==> src/design/assert_macros.svh <==
// assertion macros shared by the binomial pyramid reduce rtl
// clocked on clk_i and disabled while rst_ni is low, no other dependencies
`ifndef ASSERT_MACROS_SVH
`define ASSERT_MACROS_SVH

// plain property check on the module clock
`define ASSERT_CLKRST(label, prop, msg) \
  label: assert property (@(posedge clk_i) disable iff (!rst_ni) (prop)) \
    else $error(msg);

// same-cycle implication check
`define ASSERT_IMPLY(label, pre, post, msg) \
  `ASSERT_CLKRST(label, (pre) |-> (post), msg)

`endif

==> src/design/bpr_pkg.sv <==
// shared types, constants and rounding function for the binomial pyramid reduce block
// no dependencies
package bpr_pkg;

  localparam int DEF_MAX_WIDTH  = 4096;
  localparam int DEF_MAX_HEIGHT = 4096;
  localparam int PIX_W          = 8;
  localparam int CFG_W          = 13;
  localparam int HSUM_W         = 10;   // horizontal 1-2-1 sum, at most 1020
  localparam int VSUM_W         = 12;   // full 16-weight sum, at most 4080
  localparam int REG_IDX_W      = 1;
  localparam int MIN_SIZE       = 2;
  localparam int FRAC_W         = 4;    // divide by 16

  typedef enum logic [REG_IDX_W-1:0] {
    REG_FRAME_WIDTH  = 1'b0,
    REG_FRAME_HEIGHT = 1'b1
  } reg_idx_e;

  // one parent pixel after horizontal filtering and position decode
  typedef struct packed {
    logic              acc;      // a horizontal centre completes, line store is touched
    logic              emit;     // a child pixel comes out
    logic              last;     // final child pixel of the frame
    logic              row_one;  // second parent row, top border duplicated
    logic [HSUM_W-1:0] hsum;
  } hitem_t;

  // one line store entry: row before last (upper) and last row (mid)
  typedef struct packed {
    logic [HSUM_W-1:0] upper;
    logic [HSUM_W-1:0] mid;
  } line_word_t;

  // divide by 16, round half to even, limit to 255
  function automatic logic [PIX_W-1:0] round_div16(logic [VSUM_W-1:0] s);
    logic [PIX_W-1:0]  q;
    logic [FRAC_W-1:0] rem;
    logic              up;
    q   = s[VSUM_W-1:FRAC_W];
    rem = s[FRAC_W-1:0];
    up  = (rem > 4'd8) || ((rem == 4'd8) && q[0]);
    if (up && (q != {PIX_W{1'b1}})) begin
      q = q + 1'b1;
    end
    return q;
  endfunction

endpackage

==> src/design/bpr_vfilt.sv <==
// vertical 1-2-1 filter stage: line store read-modify-write, rounding and output register
// uses bpr_pkg types and assert_macros.svh
`include "assert_macros.svh"

module bpr_vfilt #(
  parameter int MAX_WIDTH = bpr_pkg::DEF_MAX_WIDTH
) (
  input  logic                             clk_i,
  input  logic                             rst_ni,
  input  logic                             acc_i,
  input  bpr_pkg::hitem_t                  item_i,
  input  logic [$clog2(MAX_WIDTH/2)-1:0]   addr_i,
  input  bpr_pkg::line_word_t              rd_data_i,
  output logic                             ready_o,
  output logic                             wr_en_o,
  output logic [$clog2(MAX_WIDTH/2)-1:0]   wr_addr_o,
  output bpr_pkg::line_word_t              wr_data_o,
  output logic                             out_valid_o,
  input  logic                             out_ready_i,
  output logic [bpr_pkg::PIX_W-1:0]        reduced_pixel_o,
  output logic                             frame_last_o
);
  import bpr_pkg::*;

  localparam int AW = $clog2(MAX_WIDTH / 2);

  logic        s1_valid_q;
  hitem_t      item_q;
  logic [AW-1:0] addr_q;
  logic        fwd_q;
  line_word_t  fwd_data_q;
  logic        out_valid_q;
  logic [PIX_W-1:0] out_pix_q;
  logic        out_last_q;

  line_word_t        word;
  logic [HSUM_W-1:0] up;
  logic [VSUM_W-1:0] vsum;
  logic              s1_adv;

  always_comb begin
    word   = fwd_q ? fwd_data_q : rd_data_i;
    up     = item_q.row_one ? word.mid : word.upper;
    vsum   = VSUM_W'(up) + VSUM_W'({word.mid, 1'b0}) + VSUM_W'(item_q.hsum);
    s1_adv = s1_valid_q && (!item_q.emit || !out_valid_q || out_ready_i);
    ready_o = !s1_valid_q || s1_adv;

    wr_en_o         = s1_adv && item_q.acc;
    wr_addr_o       = addr_q;
    wr_data_o.upper = word.mid;
    wr_data_o.mid   = item_q.hsum;
  end

  always_ff @(posedge clk_i or negedge rst_ni) begin
    if (!rst_ni) begin
      s1_valid_q <= 1'b0;
      fwd_q      <= 1'b0;
    end else if (acc_i) begin
      s1_valid_q <= 1'b1;
      // entry written this cycle is read by the new transaction
      fwd_q      <= item_i.acc && wr_en_o && (addr_i == addr_q);
    end else if (s1_adv) begin
      s1_valid_q <= 1'b0;
      fwd_q      <= 1'b0;
    end
  end

  always_ff @(posedge clk_i) begin
    if (acc_i) begin
      item_q     <= item_i;
      addr_q     <= addr_i;
      fwd_data_q <= wr_data_o;
    end
  end

  always_ff @(posedge clk_i or negedge rst_ni) begin
    if (!rst_ni) begin
      out_valid_q <= 1'b0;
    end else if (s1_adv && item_q.emit) begin
      out_valid_q <= 1'b1;
    end else if (out_ready_i) begin
      out_valid_q <= 1'b0;
    end
  end

  always_ff @(posedge clk_i) begin
    if (s1_adv && item_q.emit) begin
      out_pix_q  <= round_div16(vsum);
      out_last_q <= item_q.last;
    end
  end

  assign out_valid_o     = out_valid_q;
  assign reduced_pixel_o = out_pix_q;
  assign frame_last_o    = out_last_q;

  `ASSERT_IMPLY(a_no_accept_on_stall, s1_valid_q && !s1_adv, !acc_i, "accept while stage stalled")
  `ASSERT_IMPLY(a_fwd_needs_access, fwd_q, s1_valid_q && item_q.acc, "forward without store access")
  `ASSERT_IMPLY(a_out_from_stage, $rose(out_valid_q), $past(s1_valid_q && item_q.emit), "output without source")

endmodule

==> config.mk <==
export PLATFORM = sky130hd
export DESIGN_NAME = bpr_vfilt
export DESIGN_NICKNAME = d
export VERILOG_FILES = /design/src/design/bpr_pkg.sv /design/src/design/bpr_vfilt.sv
export VERILOG_INCLUDE_DIRS = /design/src /design/src/design
export SDC_FILE = /design/constraint.sdc
export NUM_CORES = 1
export LEC_CHECK = 0
export ABC_AREA = 0
export BUFFER_PORTS_ARGS = -buffer_cell sky130_fd_sc_hd__buf_2
export CAP_MARGIN = 20
export CORE_UTILIZATION = 56
export DETAILED_ROUTE_END_ITERATION = 12
export PLACE_DENSITY = 0.95
export SLEW_MARGIN = 40
export SYNTH_ARGS = -nofsm -noshare
export SYNTH_HDL_FRONTEND = slang
export SYNTH_SLANG_ARGS = --single-unit
==> constraint.sdc <==
create_clock -name clk_i -period 8.8 [get_ports clk_i]
set_clock_uncertainty 0.15 [all_clocks]
set_input_delay 1.32 -clock clk_i [delete_from_list [all_inputs] [get_ports clk_i]]
set_output_delay 1.32 -clock clk_i [all_outputs]
set_load 0.05 [all_outputs]
* After elaboration in Yosys (flattened, before gate mapping)
Cells that the tools add are included.
** Storage, ports and cells
- Register bits :: 57
- Output and inout port bits :: 43
- Logic and storage cells :: 44
** Operators by class
- Add/sub/neg operators :: 3
- $lt $le $gt $ge :: 1
- Eq/ne operators :: 3
- Multiplexer cells :: 8
- Reductions and logical operators :: 16
** Operators by type and width (number)
- $mux 20 :: 1
- $add 10x11->12 :: 1
- $add 12x10->12 :: 1
- $eq 11x11->1 :: 1
- $mux 10 :: 1
- $add 8x1->8 const B :: 1
- $mux 8 :: 1
- $ne 8x8->1 const B :: 1
- $logic_and 1x1->1 :: 7
- $mux 1 :: 5
- $eq 4x4->1 const B :: 1
- $gt 4x4->1 const B :: 1
- $logic_or 1x1->1 :: 4
- $reduce_bool 2->1 :: 2
- $logic_not 1->1 :: 3

* Depth between registers and ports, before layout
- Depth in word-level cells :: 9
- Gate-level depth with buffers :: 16
- Depth with buffers taken out :: 15

* Worst setup path before layout
No wires, ideal clock.
- Path type :: input-to-reg
- Start point :: input rd_data_i[1] in the netlist's numbering
- End point :: register out_pix_q[1] (netlist: reduced_pixel_o[1]) (data pin)
- Library setup time :: 0.260 ns
- Data arrival time :: 4.517 ns
- Setup slack :: 3.873 ns
- Stages on the path :: 15
- Path buffers :: 0
- Cells stage by stage :: mux2_2 > nand2_1 > o21ai_0 > fa_1 > ha_1 > inv_1 > fa_1 > nand2b_1 > nand2b_1 > nand2_1 > a21oi_1 > ha_1 > nor4b_4 > a41oi_2 > mux2_4
** On the way
- Cells in the longest elaborated chain, start to end :: 9
- Elaborated cells between the ends (all ways) :: 12
- Classes of those cells :: add/sub (3); order compare (1); eq/ne (2); mux (3); reduce/logical (3)
** RTL lines
- from (decl) :: line bpr_vfilt.sv:13 : input bpr_pkg::line_word_t rd_data_i,
- $mux 20 * :: line bpr_vfilt.sv:42 : word = fwd_q ? fwd_data_q : rd_data_i;
- $mux 10 :: line bpr_vfilt.sv:43 : up = item_q.row_one ? word.mid : word.upper;
- $add 10x11->12 * :: line bpr_vfilt.sv:44 : vsum = VSUM_W'(up) + VSUM_W'({word.mid, 1'b0}) + VSUM_W'(item_q.hsum);
- $add 12x10->12 * :: line bpr_vfilt.sv:44
- parallel branches: the longest is 4 deep, another holds $add 8x1->8
- $mux 8 * :: line bpr_pkg.sv:43 : if (up && (q != {PIX_W{1'b1}})) begin
- to (signal assigned) :: line bpr_vfilt.sv:88 : out_pix_q <= round_div16(vsum);
- to (decl) :: line bpr_vfilt.sv:33 : logic [PIX_W-1:0] out_pix_q;
Mark *: on every way between the ends.
A chain may end at the register's enable or synchronous reset.

* Worst setup path after layout
Same ends and word-level chain as after synthesis.

==> key figures <==
GRT
  – Initial antenna violation count: 0
  – GRT Resource Usage Total: 0.220
  – Total gr overflow: 0
  – First-pass GRT wire length: just over 10000 um
  – Pin count of the biggest net entering global routing: 36
  – Vias in the first global route: about 2400

Critical path
  – R2r setup slk: roughly 4200 ps
  – Setup CP Type: primary input to flip-flop
  – Critical Path AT: around 4800 ps
  – CP Capture Type: flip-flop
  – Slowest CP cell: fa_1
  – Critical Path RT: about 8700 ps
  – Crit-path max FO: 8
  – Critical path cell sequence: buf_2 > mux2_2 > nand2_1 > o21ai_0 > fa_1 > ha_1 > inv_1 > fa_1 > nand2b_1 > nand2b_1 > nand2_1 > a21oi_1 > ha_1 > nor4b_4 > a41oi_2 > mux2_4
  – Delay of the slowest cell on the worst path: ~520 ps
  – Crit path launch type: primary input
  – CP bufs+invs: 2
  – Kind of cell adding the most delay to the critical path: adder cells

Detailed routing
  – Vias/cell: 5.62
  – WL met3: roughly 260 um
  – DR pass1 iterations: 4
  – Met2 wire length: 3160 um
  – Average wire per standard cell: between 15 and 20 um
  – DR DRC count: 0
  – Drt initial violations: between 100 and 150
  – Routed Antenna Nets: 0
  – Top Layer Used: met4
  – Via count: 2334
  – Wl on met1: ~2700 um
  – Total Wirelength: between 6000 and 7000 um

Pwr
  – Logic pwr share: 0.393
  – Clock power frac: 0.248
  – P_sw: 0.000372 W
  – Pwr per Cell Area: 248 nW/um^2
  – Pleak: about 1.6 nW
  – Int Pwr: approximately 0.0006 W
  – Overall Power: between 0.0009 and 0.001 W
  – Sequential share of power: 0.360
  – Switching portion of total power: 0.383
  – Worst vdd ir: 0.154 mV

Finish
  – Final Util: 0.707
  – Area of the multi-input gates: about 1400 um^2
  – Fillers: ~410
  – # diodes: 0
  – Commonest non-fill, non-tap cells in the layout: 91 x buf_2, 54 x edfxtp_1, 18 x nand2_1
  – Share of cells above drive strength 1: 0.373
  – Register area: ~1700 um^2
  – Commonest non-fill, non-tap cell in the layout: buf_2
  – Final net count: between 400 and 500
  – Area growth from synthesis to layout: 20.3%
  – Layout Cells excl Fill: a little over 400

Placement
  – Gpl congestion: between 0.8 and 0.9
  – Detailed placer's ending HPWL: around 4700 um
  – Post-placement cell count: about 400
  – IO Port Bufs: 91

Yosys
  – Post-synthesis compound-gate area fraction: 0.123
  – Adder-Cell Fraction of Synth Area: 0.108
  – Mapped Cells: ~250
  – Synth unique cells: 50
  – Simple-gate share of the synthesized area: 0.0911
  – Area contributors post-synth: edfxtp_1 50%, fa_1 6.2%, ha_1 4.6%, xor2_1 3.8%, mux2_2 3.5%
  – Mapped Nets: 322
  – Syn avg cell area: 13.0 um^2
  – Post-Synth XOR/XNOR Area: 0.0431
  – Top-area cell type share of the netlist area: 0.498
  – Cell taking the most area after synthesis: edfxtp_1
  – YS warnings: 0
  – Mux cell area share after synthesis: 0.0730
  – Largest family of logic cells by synthesized area: compound AO/OA/AOI/OAI gates
  – Netlist Area Pre-Place: between 3000 and 4000 um^2
  – Top FF cell, synth: edfxtp_1
  – Async SR Flop Fraction: 0.0526
  – FF+latch count, synth: 57
  – Post-synth EDFFs: 54
  – Register area share after synthesis: 0.521

STA
  – Worst hold slack: ~270 ps
  – Total negative slack: 0 ps
  – RSZ-0062 raised after global routing: false
  – Max-slew headroom: 0.536
  – Final Max Tran Viols: 0
  – Setup violators final: 0
  – Post-route clock period utilization: 0.558
  – Minimum clock period: 4910 ps
  – Actual slew at the worst max-slew pin: slightly below 700 ps
  – Fmax: around 200 MHz
  – Final hold violations: 0

Die
  – Initial core utilization: 0.587
  – Die area: about 6100 um^2
  – Core ar.: around 5500 um^2
  – Chip height: just under 80 um
  – IO Pins: 92
  – Rows: 27
  – Die extent in x: between 70 and 80 um

Clocking
  – CTS sink count: 57
  – Postcts setup bufs: 0
  – CTS tree: yes
  – CTS buffer count: 9
  – CTS Hold Bufs: 0
  – Clock Latency Late Sink: about 340 ps
  – Root buffer cell: clkbuf_8
  – Post-cts resize count: 0
  – H-Tree Level Count: 3
  – Worst-path clk slew: approximately 70 ps
  – CTS Buffer Depth: 2

Status
  – Status: finished, final reports clean

Worst hold path
  – Hold WC Path Type: flip-flop to flip-flop

Run
  – Max Cap Viol: 0
==> power by group through the flow <==
| stage | Clock [W] | Sequential (W) | Combinational (W) |
|---|---|---|---|
| finish | 0.000240 | 0.000349 | 0.000381 |
| global placement | 0 | 0.000353 | 0.000358 |
| detailed placement | 0 | 0.000355 | 0.000374 |
| floorplan | 0 | 0.000401 | 0.000251 |
| global route | 0.000251 | 0.000352 | 0.000414 |
| CTS | 0.000243 | 0.000349 | 0.000377 |
==> metrics by stage <==
step / setup WS [ps] / instance area, um^2
after floorplan: 3870 / 3250
after global placement: 3770 / 3710
after detailed placement: 3610 / 3710
after CTS: 3920 / 3910
after global routing: 3720 / 3920
final: 3890 / 3920
==> worst register-to-register path, cell delays in order, from the launching register on <==
cell      delay (ps)
dfrtp_1          320
buf_4            300
mux2_2           450
nand2_1           70
o21ai_0          110
fa_1             520
ha_1             170
inv_1             60
fa_1             380
nand2b_1         200
nand2b_1          90
nand2_1           50
a21oi_1          200
ha_1             230
nor4b_4          430
a41oi_2          270
mux2_4           350
==> synthesized netlist by cell type, types with 2 or more instances <==
cell,instances
o21ai_0,14
xnor2_1,2
xor2_1,14
buf_1,3
ha_1,12
buf_4,10
clkbuf_1,4
a21o_1,3
fa_1,10
nor4_1,4
edfxtp_1,54
nor2_1,4
nor2b_1,4
mux2i_1,11
nand3_1,6
inv_1,8
a31oi_1,5
dfrtp_1,3
and3_1,6
a41oi_1,3
a21oi_1,11
o31a_1,2
mux2_2,10
o21a_1,3
nand2_1,18
nand2b_1,3
==> registers in the layout, summed over array words and instances (netlist names) <==
name,count
wr_addr_o,11
wr_data_o,10
fwd_data_q,20
s1_valid_q,1
out_valid_o,1
reduced_pixel_o,8
item_q,4
fwd_q,1
frame_last_o,1
==> layer usage <==
metal,vias up,track usage
met1,1137,0.268
li1,1118,-
met2,68,0.375
met4,0,0.104
met5,-,0
met3,11,0.0442
==> logic make-up (layout without fill, tap and decap cells) <==
family          Yosys count  in the layout
buf+inv                  25            117
xor+xnor                 16             16
mux                      22             22
compound gates           55             55
simple gates             54             54
flops                    57             57
fa+ha+maj                22             22
==> worst paths after layout <==
path / start / to / depth (start not counted)
max in group asynchronous: rst_ni / s1_valid_q$_DFFE_PN0P_ / 1
worst max-delay path: rd_data_i[1] / reduced_pixel_o[1]$_DFFE_PP_ / 16
worst min register to register: item_q[11]$_DFFE_PP_ / frame_last_o$_DFFE_PP_ / 0
worst min-delay path: item_q[11]$_DFFE_PP_ / frame_last_o$_DFFE_PP_ / 0
worst max register to register: fwd_q$_DFFE_PN0P_ / reduced_pixel_o[1]$_DFFE_PP_ / 16
min in group asynchronous: rst_ni / fwd_q$_DFFE_PN0P_ / 1
==> cell type report <==
type	instances	area share
tap	72	0.0230
clock inverter	7	0.0182
multi-input combinational	169	0.366
timing repair buffer	93	0.120
inverter	8	0.00767
clock buffer	9	0.0316
sequential	57	0.433
No activity file was read; power rests on OpenSTA's default activity.
