$ cat config.mk
export PLATFORM = sky130hd
export DESIGN_NAME = bpr_hfilt
export DESIGN_NICKNAME = d
export VERILOG_FILES = /design/src/design/assert_macros.svh /design/src/design/bpr_pkg.sv /design/src/design/bpr_hfilt.sv
export SDC_FILE = /design/constraint.sdc
export NUM_CORES = 1
export LEC_CHECK = 0
export ABC_AREA = 1
export BUFFER_PORTS_ARGS = -buffer_cell sky130_fd_sc_hd__buf_4
export CAP_MARGIN = 15
export CELL_PAD_IN_SITES_DETAIL_PLACEMENT = 1
export CELL_PAD_IN_SITES_GLOBAL_PLACEMENT = 1
export CORE_ASPECT_RATIO = 0.75
export CORE_MARGIN = 2
export CORE_UTILIZATION = 42
export CTS_CLUSTER_DIAMETER = 100
export CTS_CLUSTER_SIZE = 8
export DETAILED_ROUTE_END_ITERATION = 6
export GPL_TIMING_DRIVEN = 0
export PLACE_DENSITY_LB_ADDON = 0.25
export REMOVE_ABC_BUFFERS = 1
export SLEW_MARGIN = 20
export SYNTH_ARGS = -nofsm -noshare
export SYNTH_HDL_FRONTEND = slang
export SYNTH_SLANG_ARGS = --single-unit
$ cat constraint.sdc
create_clock -name clk_i -period 6.5 [get_ports clk_i]
set_input_delay 0.975 -clock clk_i [delete_from_list [all_inputs] [get_ports clk_i]]
set_output_delay 0.975 -clock clk_i [all_outputs]
set_load 0.01 [all_outputs]
$ cat src/design/assert_macros.svh
// assertion macros shared by the binomial pyramid reduce rtl
// clocked on clk_i and disabled while rst_ni is low, no other dependencies
`ifndef ASSERT_MACROS_SVH
`define ASSERT_MACROS_SVH

// plain property check on the module clock
`define ASSERT_CLKRST(label, prop, msg) \
  label: assert property (@(posedge clk_i) disable iff (!rst_ni) (prop)) \
    else $error(msg);

// same-cycle implication check
`define ASSERT_IMPLY(label, pre, post, msg) \
  `ASSERT_CLKRST(label, (pre) |-> (post), msg)

`endif

$ cat src/design/bpr_pkg.sv
// shared types, constants and rounding function for the binomial pyramid reduce block
// no dependencies
package bpr_pkg;

  localparam int DEF_MAX_WIDTH  = 4096;
  localparam int DEF_MAX_HEIGHT = 4096;
  localparam int PIX_W          = 8;
  localparam int CFG_W          = 13;
  localparam int HSUM_W         = 10;   // horizontal 1-2-1 sum, at most 1020
  localparam int VSUM_W         = 12;   // full 16-weight sum, at most 4080
  localparam int REG_IDX_W      = 1;
  localparam int MIN_SIZE       = 2;
  localparam int FRAC_W         = 4;    // divide by 16

  typedef enum logic [REG_IDX_W-1:0] {
    REG_FRAME_WIDTH  = 1'b0,
    REG_FRAME_HEIGHT = 1'b1
  } reg_idx_e;

  // one parent pixel after horizontal filtering and position decode
  typedef struct packed {
    logic              acc;      // a horizontal centre completes, line store is touched
    logic              emit;     // a child pixel comes out
    logic              last;     // final child pixel of the frame
    logic              row_one;  // second parent row, top border duplicated
    logic [HSUM_W-1:0] hsum;
  } hitem_t;

  // one line store entry: row before last (upper) and last row (mid)
  typedef struct packed {
    logic [HSUM_W-1:0] upper;
    logic [HSUM_W-1:0] mid;
  } line_word_t;

  // divide by 16, round half to even, limit to 255
  function automatic logic [PIX_W-1:0] round_div16(logic [VSUM_W-1:0] s);
    logic [PIX_W-1:0]  q;
    logic [FRAC_W-1:0] rem;
    logic              up;
    q   = s[VSUM_W-1:FRAC_W];
    rem = s[FRAC_W-1:0];
    up  = (rem > 4'd8) || ((rem == 4'd8) && q[0]);
    if (up && (q != {PIX_W{1'b1}})) begin
      q = q + 1'b1;
    end
    return q;
  endfunction

endpackage

$ cat src/design/bpr_hfilt.sv
// position tracking and horizontal 1-2-1 filter for the parent pixel stream
// uses bpr_pkg types; produces the line store address for each transaction
module bpr_hfilt #(
  parameter int MAX_WIDTH  = bpr_pkg::DEF_MAX_WIDTH,
  parameter int MAX_HEIGHT = bpr_pkg::DEF_MAX_HEIGHT
) (
  input  logic                             clk_i,
  input  logic                             rst_ni,
  input  logic                             acc_i,
  input  logic [bpr_pkg::PIX_W-1:0]        pixel_value_i,
  input  logic                             frame_start_i,
  input  logic [bpr_pkg::CFG_W-1:0]        frame_width_i,
  input  logic [bpr_pkg::CFG_W-1:0]        frame_height_i,
  output bpr_pkg::hitem_t                  item_o,
  output logic [$clog2(MAX_WIDTH/2)-1:0]   addr_o
);
  import bpr_pkg::*;

  localparam int CW  = $clog2(MAX_WIDTH);
  localparam int RW  = $clog2(MAX_HEIGHT);
  localparam int WW  = $clog2(MAX_WIDTH + 1);
  localparam int HW  = $clog2(MAX_HEIGHT + 1);
  localparam int AW  = $clog2(MAX_WIDTH / 2);
  localparam int SW0 = (CFG_W > WW) ? CFG_W : WW;
  localparam int SW  = (SW0 > HW) ? SW0 : HW;

  logic [CW-1:0]    col_q, col_d;
  logic [RW-1:0]    row_q, row_d;
  logic [PIX_W-1:0] prev_q, older_q;

  logic [SW-1:0]     wreg, hreg, w_full, h_full;
  logic [WW-1:0]     w, wm1;
  logic [HW-1:0]     h, hm1;
  logic [CW-1:0]     c, cm1;
  logic [RW-1:0]     r;
  logic [PIX_W-1:0]  left;
  logic              row_end;

  // size registers limited to 2..MAX
  always_comb begin
    wreg   = SW'(frame_width_i);
    hreg   = SW'(frame_height_i);
    w_full = (wreg < SW'(MIN_SIZE)) ? SW'(MIN_SIZE) :
             (wreg > SW'(MAX_WIDTH)) ? SW'(MAX_WIDTH) : wreg;
    h_full = (hreg < SW'(MIN_SIZE)) ? SW'(MIN_SIZE) :
             (hreg > SW'(MAX_HEIGHT)) ? SW'(MAX_HEIGHT) : hreg;
    w      = w_full[WW-1:0];
    h      = h_full[HW-1:0];
    wm1    = w - 1'b1;
    hm1    = h - 1'b1;
  end

  always_comb begin
    c    = frame_start_i ? '0 : col_q;
    r    = frame_start_i ? '0 : row_q;
    cm1  = c - 1'b1;
    left = (c == CW'(1)) ? prev_q : older_q;

    item_o.acc     = (c != '0) && (c[0] ^ w[0]);
    item_o.emit    = item_o.acc && (r != '0) && (r[0] ^ h[0]);
    item_o.row_one = (r == RW'(1));
    item_o.last    = (HW'(r) == hm1) && (WW'(c) == wm1);
    item_o.hsum    = HSUM_W'(left) + {1'b0, prev_q, 1'b0} + HSUM_W'(pixel_value_i);
    addr_o         = AW'(cm1 >> 1);
  end

  // next position, wraps at end of row and end of frame
  always_comb begin
    row_end = (WW'(c) >= wm1);
    if (row_end) begin
      col_d = '0;
      row_d = (HW'(r) >= hm1) ? '0 : r + 1'b1;
    end else begin
      col_d = c + 1'b1;
      row_d = r;
    end
  end

  always_ff @(posedge clk_i or negedge rst_ni) begin
    if (!rst_ni) begin
      col_q   <= '0;
      row_q   <= '0;
      prev_q  <= '0;
      older_q <= '0;
    end else if (acc_i) begin
      col_q   <= col_d;
      row_q   <= row_d;
      prev_q  <= pixel_value_i;
      older_q <= prev_q;
    end
  end

endmodule

Word-level counts from Yosys, hierarchy flattened
Index checks and enable logic that the tools add are counted.
Cells by class
  $lt $le $gt $ge: 6
  bitwise operators: 2
  shift-type cells: 0
  multiply operators: 0
  reduce and logical (&&, ||, !) cells: 6
  divide/modulo/power cells: 0
  mux-type cells: 10
  add/subtract/negate cells: 7
  eq/ne operators: 4
Operators with widths (number)
  $mux 12: 5
  $mux 13: 4
  $eq 12x13->1: 2
  $ge 12x13->1: 2
  $gt 13x13->1 const B: 2
  $lt 13x2->1 const B: 2
  $sub 13x1->13 const B: 2
  $add 12x1->12 const B: 2
  $eq 12x1->1 const B: 2
  $reduce_bool 12->1: 2
  $sub 12x1->12 const B: 1
  $add 10x8->10: 1
  $add 8x9->10: 1
  $mux 8: 1
  $logic_and 1x1->1: 4
  $xor 1x1->1: 2
Word-level totals
  ROM bits: 0
  memory bits (writable): 0
  input bits: 38
  logic and storage cells: 39
  bits in latches: 0
  memories: 0
  flip-flop bits (word level): 40
  output and inout bits: 25

Logic depth before layout (Yosys ltp)
Gate-level depths: netlist of run 1.
  word-level depth: 7
  depth in mapped cells: 25
  depth with buffers taken out: 24

Worst setup path before layout of run 1
OpenSTA, ideal clock, no wires.
  path type: input-to-output
  from: input port frame_start_i
  to: output port item_o[8] (netlist bit)
  arrival: 4321 ps
  buffers on the path: 4
  data required time: 5525 ps
  setup slack: 1204 ps
  stages on the path: 21
  path through: buf_6 buf_6 buf_4 nor2_1 inv_1 ha_1 nand3_1 clkbuf_1 o21ai_0 fa_1 ha_1 a21oi_1 nand2_1 a21oi_1 inv_1 a21oi_1 inv_1 a21oi_1 nor2_1 nor2_1 xor2_1
RTL lines
  start: declaration: RTL line bpr_hfilt.sv:11  | input logic frame_start_i,
  end: declaration: RTL line bpr_hfilt.sv:14  | output bpr_pkg::hitem_t item_o,

==> flow_summary.json, run 1 <==
{
  "outcome": "complete, no violations",
  "clk_latency_ns": 0.28,
  "track_usage_pct": 21.2,
  "finalWirelength_mm": 11.1,
  "die_h_um": 90.5,
  "placed_cell_area_mm2": 0.00473,
  "crit_required_ns": 5.52,
  "intPower_mw": 0.630,
  "slowest_stage": "fa_1",
  "finalCritPeriodShare_pct": 93.9,
  "hold_depth": 2,
  "hpwl_mm": 9.02,
  "tritoncts": "yes",
  "synth_edf_count": 0,
  "yosys_warnings": 0,
  "synth_cell_type_count": 43,
  "power_density_mw_per_mm2": 197,
  "port_buffers": 62,
  "r2r_cells": 10,
  "p_clk_share_pct": 28.7,
  "ir_worst_vdd_mv": 0.0944,
  "drive_above_1_share_pct": 14.0,
  "power_leakage_nw": 2.42,
  "numCtsBuffers": 5,
  "first_global_vias": 4177,
  "ctsHoldBuffers": 0,
  "route.vias.total": 4060,
  "grt_pass1_wl_mm": 19.1,
  "cts-root-buf": "clkbuf_16",
  "clock_path_buffers": 2,
  "grt_max_degree": 41,
  "critPathMaxFanout": 24,
  "finalSetupTns_ns": 0,
  "finClkSkew_ns": 0.00353,
  "rsz0062_at_grt": "false",
  "synthesis.area_mm2": 0.00419,
  "avgViaCountPerCell": 5.19,
  "p_sw_mw": 0.333,
  "crit_cells": 20,
  "cts_resized": 0,
  "antenna_found_initial": 0,
  "core_mm2": 0.00970,
  "io_pins": 63,
  "start_util_pct": 43.3,
  "min_period_ns": 6.10,
  "grt-ovfl-total": 0,
  "maxCapViolCount": 0,
  "htreeDepth": 2,
  "swShare_pct": 34.6,
  "cp.arrival_ns": 5.13,
  "seq_area_frac_synth_pct": 23.9,
  "ys_seq_elements": 40,
  "clk_pin_slew_worst_paths_ns": 0.06,
  "drt_iter0_drc": 129,
  "drv_slew": 0,
  "drc": 0,
  "power_frac_comb_pct": 43.2,
  "timing.max_slew.rel_slack_pct": 45.5,
  "crit_type": "in -> out",
  "final_area_mm2": 0.00490,
  "setup_viol": 0,
  "final_nets": 737,
  "crit_chain": "buf_4, nor2_1, nor2_1, inv_1, nor3_1, nand3_1, o21ai_0, fa_1, ha_1, a21oi_1, nand2_1, a21oi_1, inv_1, a21oi_1, inv_1, a21oi_1, nor2_1, nor2_1, xor2_1, buf_4",
  "cp.buffers_inverters": 5,
  "fp-row-count": 31,
  "place_congestion": 0.850,
  "syn_inst": 594,
  "crit_path_end_kind": "primary output",
  "die_w_um": 119,
  "dieArea_mm2": 0.0108,
  "syn_to_final_growth_pct": 16.8,
  "cts.sinks": 40,
  "ys.flop_type": "dfrtp_1",
  "cpPeakStageDelay_ns": 0.48,
  "fin_cells": 782,
  "cpLargestDelayFamily": "simple AND/OR/NAND/NOR gates",
  "critPathLaunchType": "primary input",
  "hold_viol": 0,
  "wire_per_inst_um": 14.2,
  "cts_setup_buffers": 0,
  "diodes": 0,
  "avgSynthCellArea_um2": 7.06,
  "fmax_mhz": 164,
  "synth-async-reset-ratio_pct": 100,
  "seq_power_share_pct": 28.1,
  "worst_hold_path_type": "reg -> reg",
  "tightest_slew_ns": 0.810,
  "dpl.cell_count": 774,
  "dr.pass1.iters": 4,
  "ant_nets": 0
}
## worst reg2reg max path: stages, from the launching register on
cell     delay [ns]
dfrtp_1        0.33
inv_1          0.05
nor2_1         0.43
ha_1           0.25
nand3_1        0.12
nor4_1         0.72
o21ai_4        0.24
nand2_4        0.22
nand2_2        0.22
nand2_1        0.15
nand2_1        0.07
## Yosys cell counts, types with 2 or more instances
| cell | count | area (µm²) |
|---|---|---|
| o31ai_1 | 2 | 15.0 |
| xnor2_1 | 15 | 131 |
| nor3_1 | 14 | 70.1 |
| a21oi_1 | 18 | 90.1 |
| nor2_2 | 4 | 25.0 |
| nor3b_1 | 2 | 15.0 |
| nand2_2 | 8 | 50.1 |
| o41ai_1 | 2 | 17.5 |
| nor3_2 | 2 | 20.0 |
| a31oi_1 | 2 | 12.5 |
| o21bai_1 | 3 | 22.5 |
| ha_1 | 42 | 526 |
| clkbuf_1 | 6 | 22.5 |
| inv_2 | 2 | 7.51 |
| nand2_1 | 130 | 488 |
| nand3_1 | 47 | 235 |
| nand4_1 | 6 | 37.5 |
| dfrtp_1 | 40 | 1000 |
| o22ai_1 | 11 | 68.8 |
| o21ai_0 | 44 | 220 |
| buf_4 | 2 | 15.0 |
| xor2_1 | 25 | 219 |
| buf_6 | 4 | 45.0 |
| nor4_1 | 2 | 12.5 |
| fa_1 | 8 | 160 |
| and3_1 | 2 | 12.5 |
| a21boi_0 | 2 | 15.0 |
| nor2_4 | 2 | 22.5 |
| inv_1 | 77 | 289 |
| nor2_1 | 57 | 214 |
## area by class of cell
cell class                 count  area, µm²
inverter                      80        300
clock inverter                 2       35.0
sequential                    40       1000
clock buffer                   6        129
multi-input combinational    460       2800
timing repair buffer          62        465
fill                        1287       4800
tap                          132        165
## routing by layer
layer | track usage, % | vias up | wire (µm)
li1 | - | 2051 | -
met1 | 28.3 | 1931 | 5350
met2 | 38.0 | 72 | 5360
met3 | 1.45 | 6 | 326
met4 | 3.73 | 0 | 84
met5 | 0 | - | 0
## power by group through the flow
stage	clock network, mW	registers [mW]	logic, mW
4_1_cts	0.283	0.271	0.423
6_report	0.276	0.270	0.416
3_5_place_dp	0	0.275	0.421
2_1_floorplan	0	0.273	0.244
5_1_grt	0.292	0.272	0.466
3_3_place_gp	0	0.274	0.400
## through the flow
| step | util (%) | power [mW] | hold WS, ns | setup slack (ns) |
|---|---|---|---|---|
| after floorplan | - | 0.517 | 0.449 | 1.55 |
| after global placement | 48.8 | 0.674 | 0.462 | 0.568 |
| after detailed placement | 48.8 | 0.696 | 0.465 | 0.345 |
| after CTS | 50.5 | 0.976 | 0.481 | 0.342 |
| after global routing | 50.5 | 1.03 | 0.496 | 0.00793 |
| final | 50.5 | 0.963 | 0.480 | 0.395 |
## registers in the layout (all words and copies together), names as in the netlist
register  flops
col_q        12
older_q       8
prev_q        8
row_q        12
## worst paths after layout
kind | end | slack [ns] | startpoint
max in group asynchronous | row_q[9] | 5.47 | rst_ni
worst max register to register | row_q[7] | 3.59 | col_q[10]
worst min-delay path | row_q[6] | 0.48 | row_q[6]
worst max-delay path | item_o[8] | 0.40 | frame_start_i
min in group asynchronous | col_q[9] | 0.67 | rst_ni
worst min register to register | row_q[6] | 0.48 | row_q[6]
## logic make-up after synthesis
family | count (synthesis) | share of synthesized area, %
AOI/OAI and AO/OA | 90 | 12.3
xor gates and xnor gates | 40 | 8.35
adders and majority gates | 50 | 16.3
buffers and inverters | 94 | 9.34
DFF | 40 | 23.9
and+or+nand+nor | 280 | 29.8
## placed cells by master, fill, tap and decap left out, types with 3 or more instances in the layout
cell type  count
o22ai_1       11
a21oi_1       18
nand2_1      130
nand3_1       47
xnor2_1       15
nor2_1        57
inv_1         77
nor3_1        14
ha_1          42
xor2_1        25
dfrtp_1       40
o21ai_0       44
nand4_1        6
buf_4         62
nor2_2         4
clkbuf_16      5
o21bai_1       3
fa_1           8
nand2_2        8
No activity file was read; power rests on OpenSTA's default activity.
==> inputs of run 2 (changes only) <==
==> constraint.sdc (replaced) <==
create_clock -name clk_i -period 6.5 [get_ports clk_i]
set_input_delay 0 -clock clk_i [delete_from_list [all_inputs] [get_ports clk_i]]
set_output_delay 0 -clock clk_i [all_outputs]
set_load 0.01 [all_outputs]
==> run 2 against run 1 <==
  * Count of clock-buffer cells in the layout is the same
  * Non-clock buffer count up 9
  * Flip-flop and latch count unchanged
  * Wire length up 1.7%
  * Worst hold slack got worse by 0.32 ns
  * Design area up 1.8%
==> flow_summary.json, run 2 (synthesis gave the netlist of run 1 again) <==
{
  "tritoncts": "yes",
  "power_leakage_nw": 2.45,
  "final_nets": 746,
  "setup_viol": 0,
  "placed_cell_area_mm2": 0.00473,
  "clock_path_buffers": 2,
  "route.vias.total": 4106,
  "hold_viol": 0,
  "power_density_mw_per_mm2": 194,
  "grt_max_degree": 41,
  "maxCapViolCount": 0,
  "cts-root-buf": "clkbuf_16",
  "grt_pass1_wl_mm": 19.4,
  "die_w_um": 119,
  "worst_hold_path_type": "in -> reg",
  "finalWirelength_mm": 11.3,
  "first_global_vias": 4244,
  "dpl.cell_count": 774,
  "tightest_slew_ns": 0.810,
  "start_util_pct": 43.3,
  "finalSetupTns_ns": 0,
  "avgViaCountPerCell": 5.19,
  "grt-ovfl-total": 0,
  "clk_latency_ns": 0.28,
  "place_ws_ns": 2.15,
  "drv_slew": 0,
  "cts.sinks": 40,
  "cp-startpoint": "col_q[6]",
  "crit_type": "reg -> out",
  "finalCritPeriodShare_pct": 70.7,
  "port_buffers": 62,
  "rsz0062_at_grt": "false",
  "die_h_um": 90.5,
  "critPathMaxFanout": 16,
  "ir_worst_vdd_mv": 0.0949,
  "fp-row-count": 31,
  "dieArea_mm2": 0.0108,
  "numCtsBuffers": 5,
  "setup_slack_ns": 1.91,
  "hpwl_mm": 9.02,
  "syn_to_final_growth_pct": 18.9,
  "r2r_start": "col_q[10]",
  "drt_iter0_drc": 155,
  "min_from": "acc_i",
  "dr.pass1.iters": 4,
  "place_congestion": 0.850,
  "min_period_ns": 4.59,
  "core_mm2": 0.00970,
  "final_common_cell": "nand2_1",
  "track_usage_pct": 21.5,
  "wire_per_inst_um": 14.3,
  "clk_pin_slew_worst_paths_ns": 0.06,
  "finalPower_mw": 0.970,
  "drc": 0,
  "timing.max_slew.rel_slack_pct": 45.5,
  "fmax_mhz": 218,
  "crit_path_end_kind": "primary output",
  "htreeDepth": 2,
  "drive_above_1_share_pct": 13.8,
  "finClkSkew_ns": 0.00397,
  "diodes": 0,
  "crit_required_ns": 6.50,
  "largest_registers": "col_q x12, row_q x12",
  "final_area_mm2": 0.00499,
  "antenna_found_initial": 0,
  "cp.arrival_ns": 4.59,
  "final_cell_mix": "nand2_1, inv_1, buf_4, nor2_1, nand3_1",
  "outcome": "complete, no violations",
  "ant_nets": 0,
  "io_pins": 63,
  "critPathLaunchType": "flop",
  "fin_cells": 791
}
## run 2: cell types whose count changed in the layout (fill, tap and decap cells not counted), sizes merged
cell         change
dlygate4sd3      +9
## run 2: what timing repair did
| action | CTS | global route |
|---|---|---|
| hold buffers | 9 | 0 |
| endpoints found under the hold margin | 48 | 0 |
| buffers inserted | 0 | 0 |
| gates resized for setup | 0 | 0 |
## run 2: power by group
group          leakage (nW)  switching (mW)  total (mW)  internal [mW]
registers             0.528         0.00804       0.270          0.262
logic                  1.84           0.232       0.423          0.191
clock network        0.0808          0.0961       0.277          0.181
## run 2: cell type report
type	instances	area, µm²
inverter	80	300
clock inverter	2	35.0
clock buffer	6	129
multi-input combinational	460	2800
fill	1275	4710
timing repair buffer	71	556
tap	132	165
sequential	40	1000
## run 2: worst max-delay path, cell delays in order, from the launching register on
cell     delay [ns]
dfrtp_1        0.36
inv_1          0.15
nor2_1         0.15
nor2_1         0.22
inv_1          0.06
nor3_1         0.25
nand3_1        0.46
o21ai_0        0.43
fa_1           0.48
ha_1           0.37
a21oi_1        0.19
nand2_1        0.11
a21oi_1        0.14
inv_1          0.06
a21oi_1        0.20
inv_1          0.07
a21oi_1        0.15
nor2_1         0.06
nor2_1         0.12
xor2_1         0.16
buf_4          0.14
## run 2: worst paths after layout
check,cells after the start,slack [ns],end
max in group asynchronous,2,5.84,row_q[7]
min in group asynchronous,2,0.29,col_q[9]
max reg2reg,10,3.59,row_q[1]
min,3,0.16,prev_q[3]
max,20,1.91,item_o[8]
min reg2reg,2,0.48,row_q[4]
## run 2: metal layers
metal  routed length, µm  up-vias  GRT usage, %
met1                5440     1944          28.5
met5                   0        -             0
li1                    -     2069             -
met3                 339       10          1.52
met4                 116        0          4.12
met2                5410       83          38.9
## run 2: stage by stage
stage	hold WS, ns	util (%)
after floorplan	-0.296	-
final	0.164	51.4
after global routing	0.202	51.4
after CTS	0.160	51.4
after global placement	0.0179	48.8
after detailed placement	0.0187	48.8
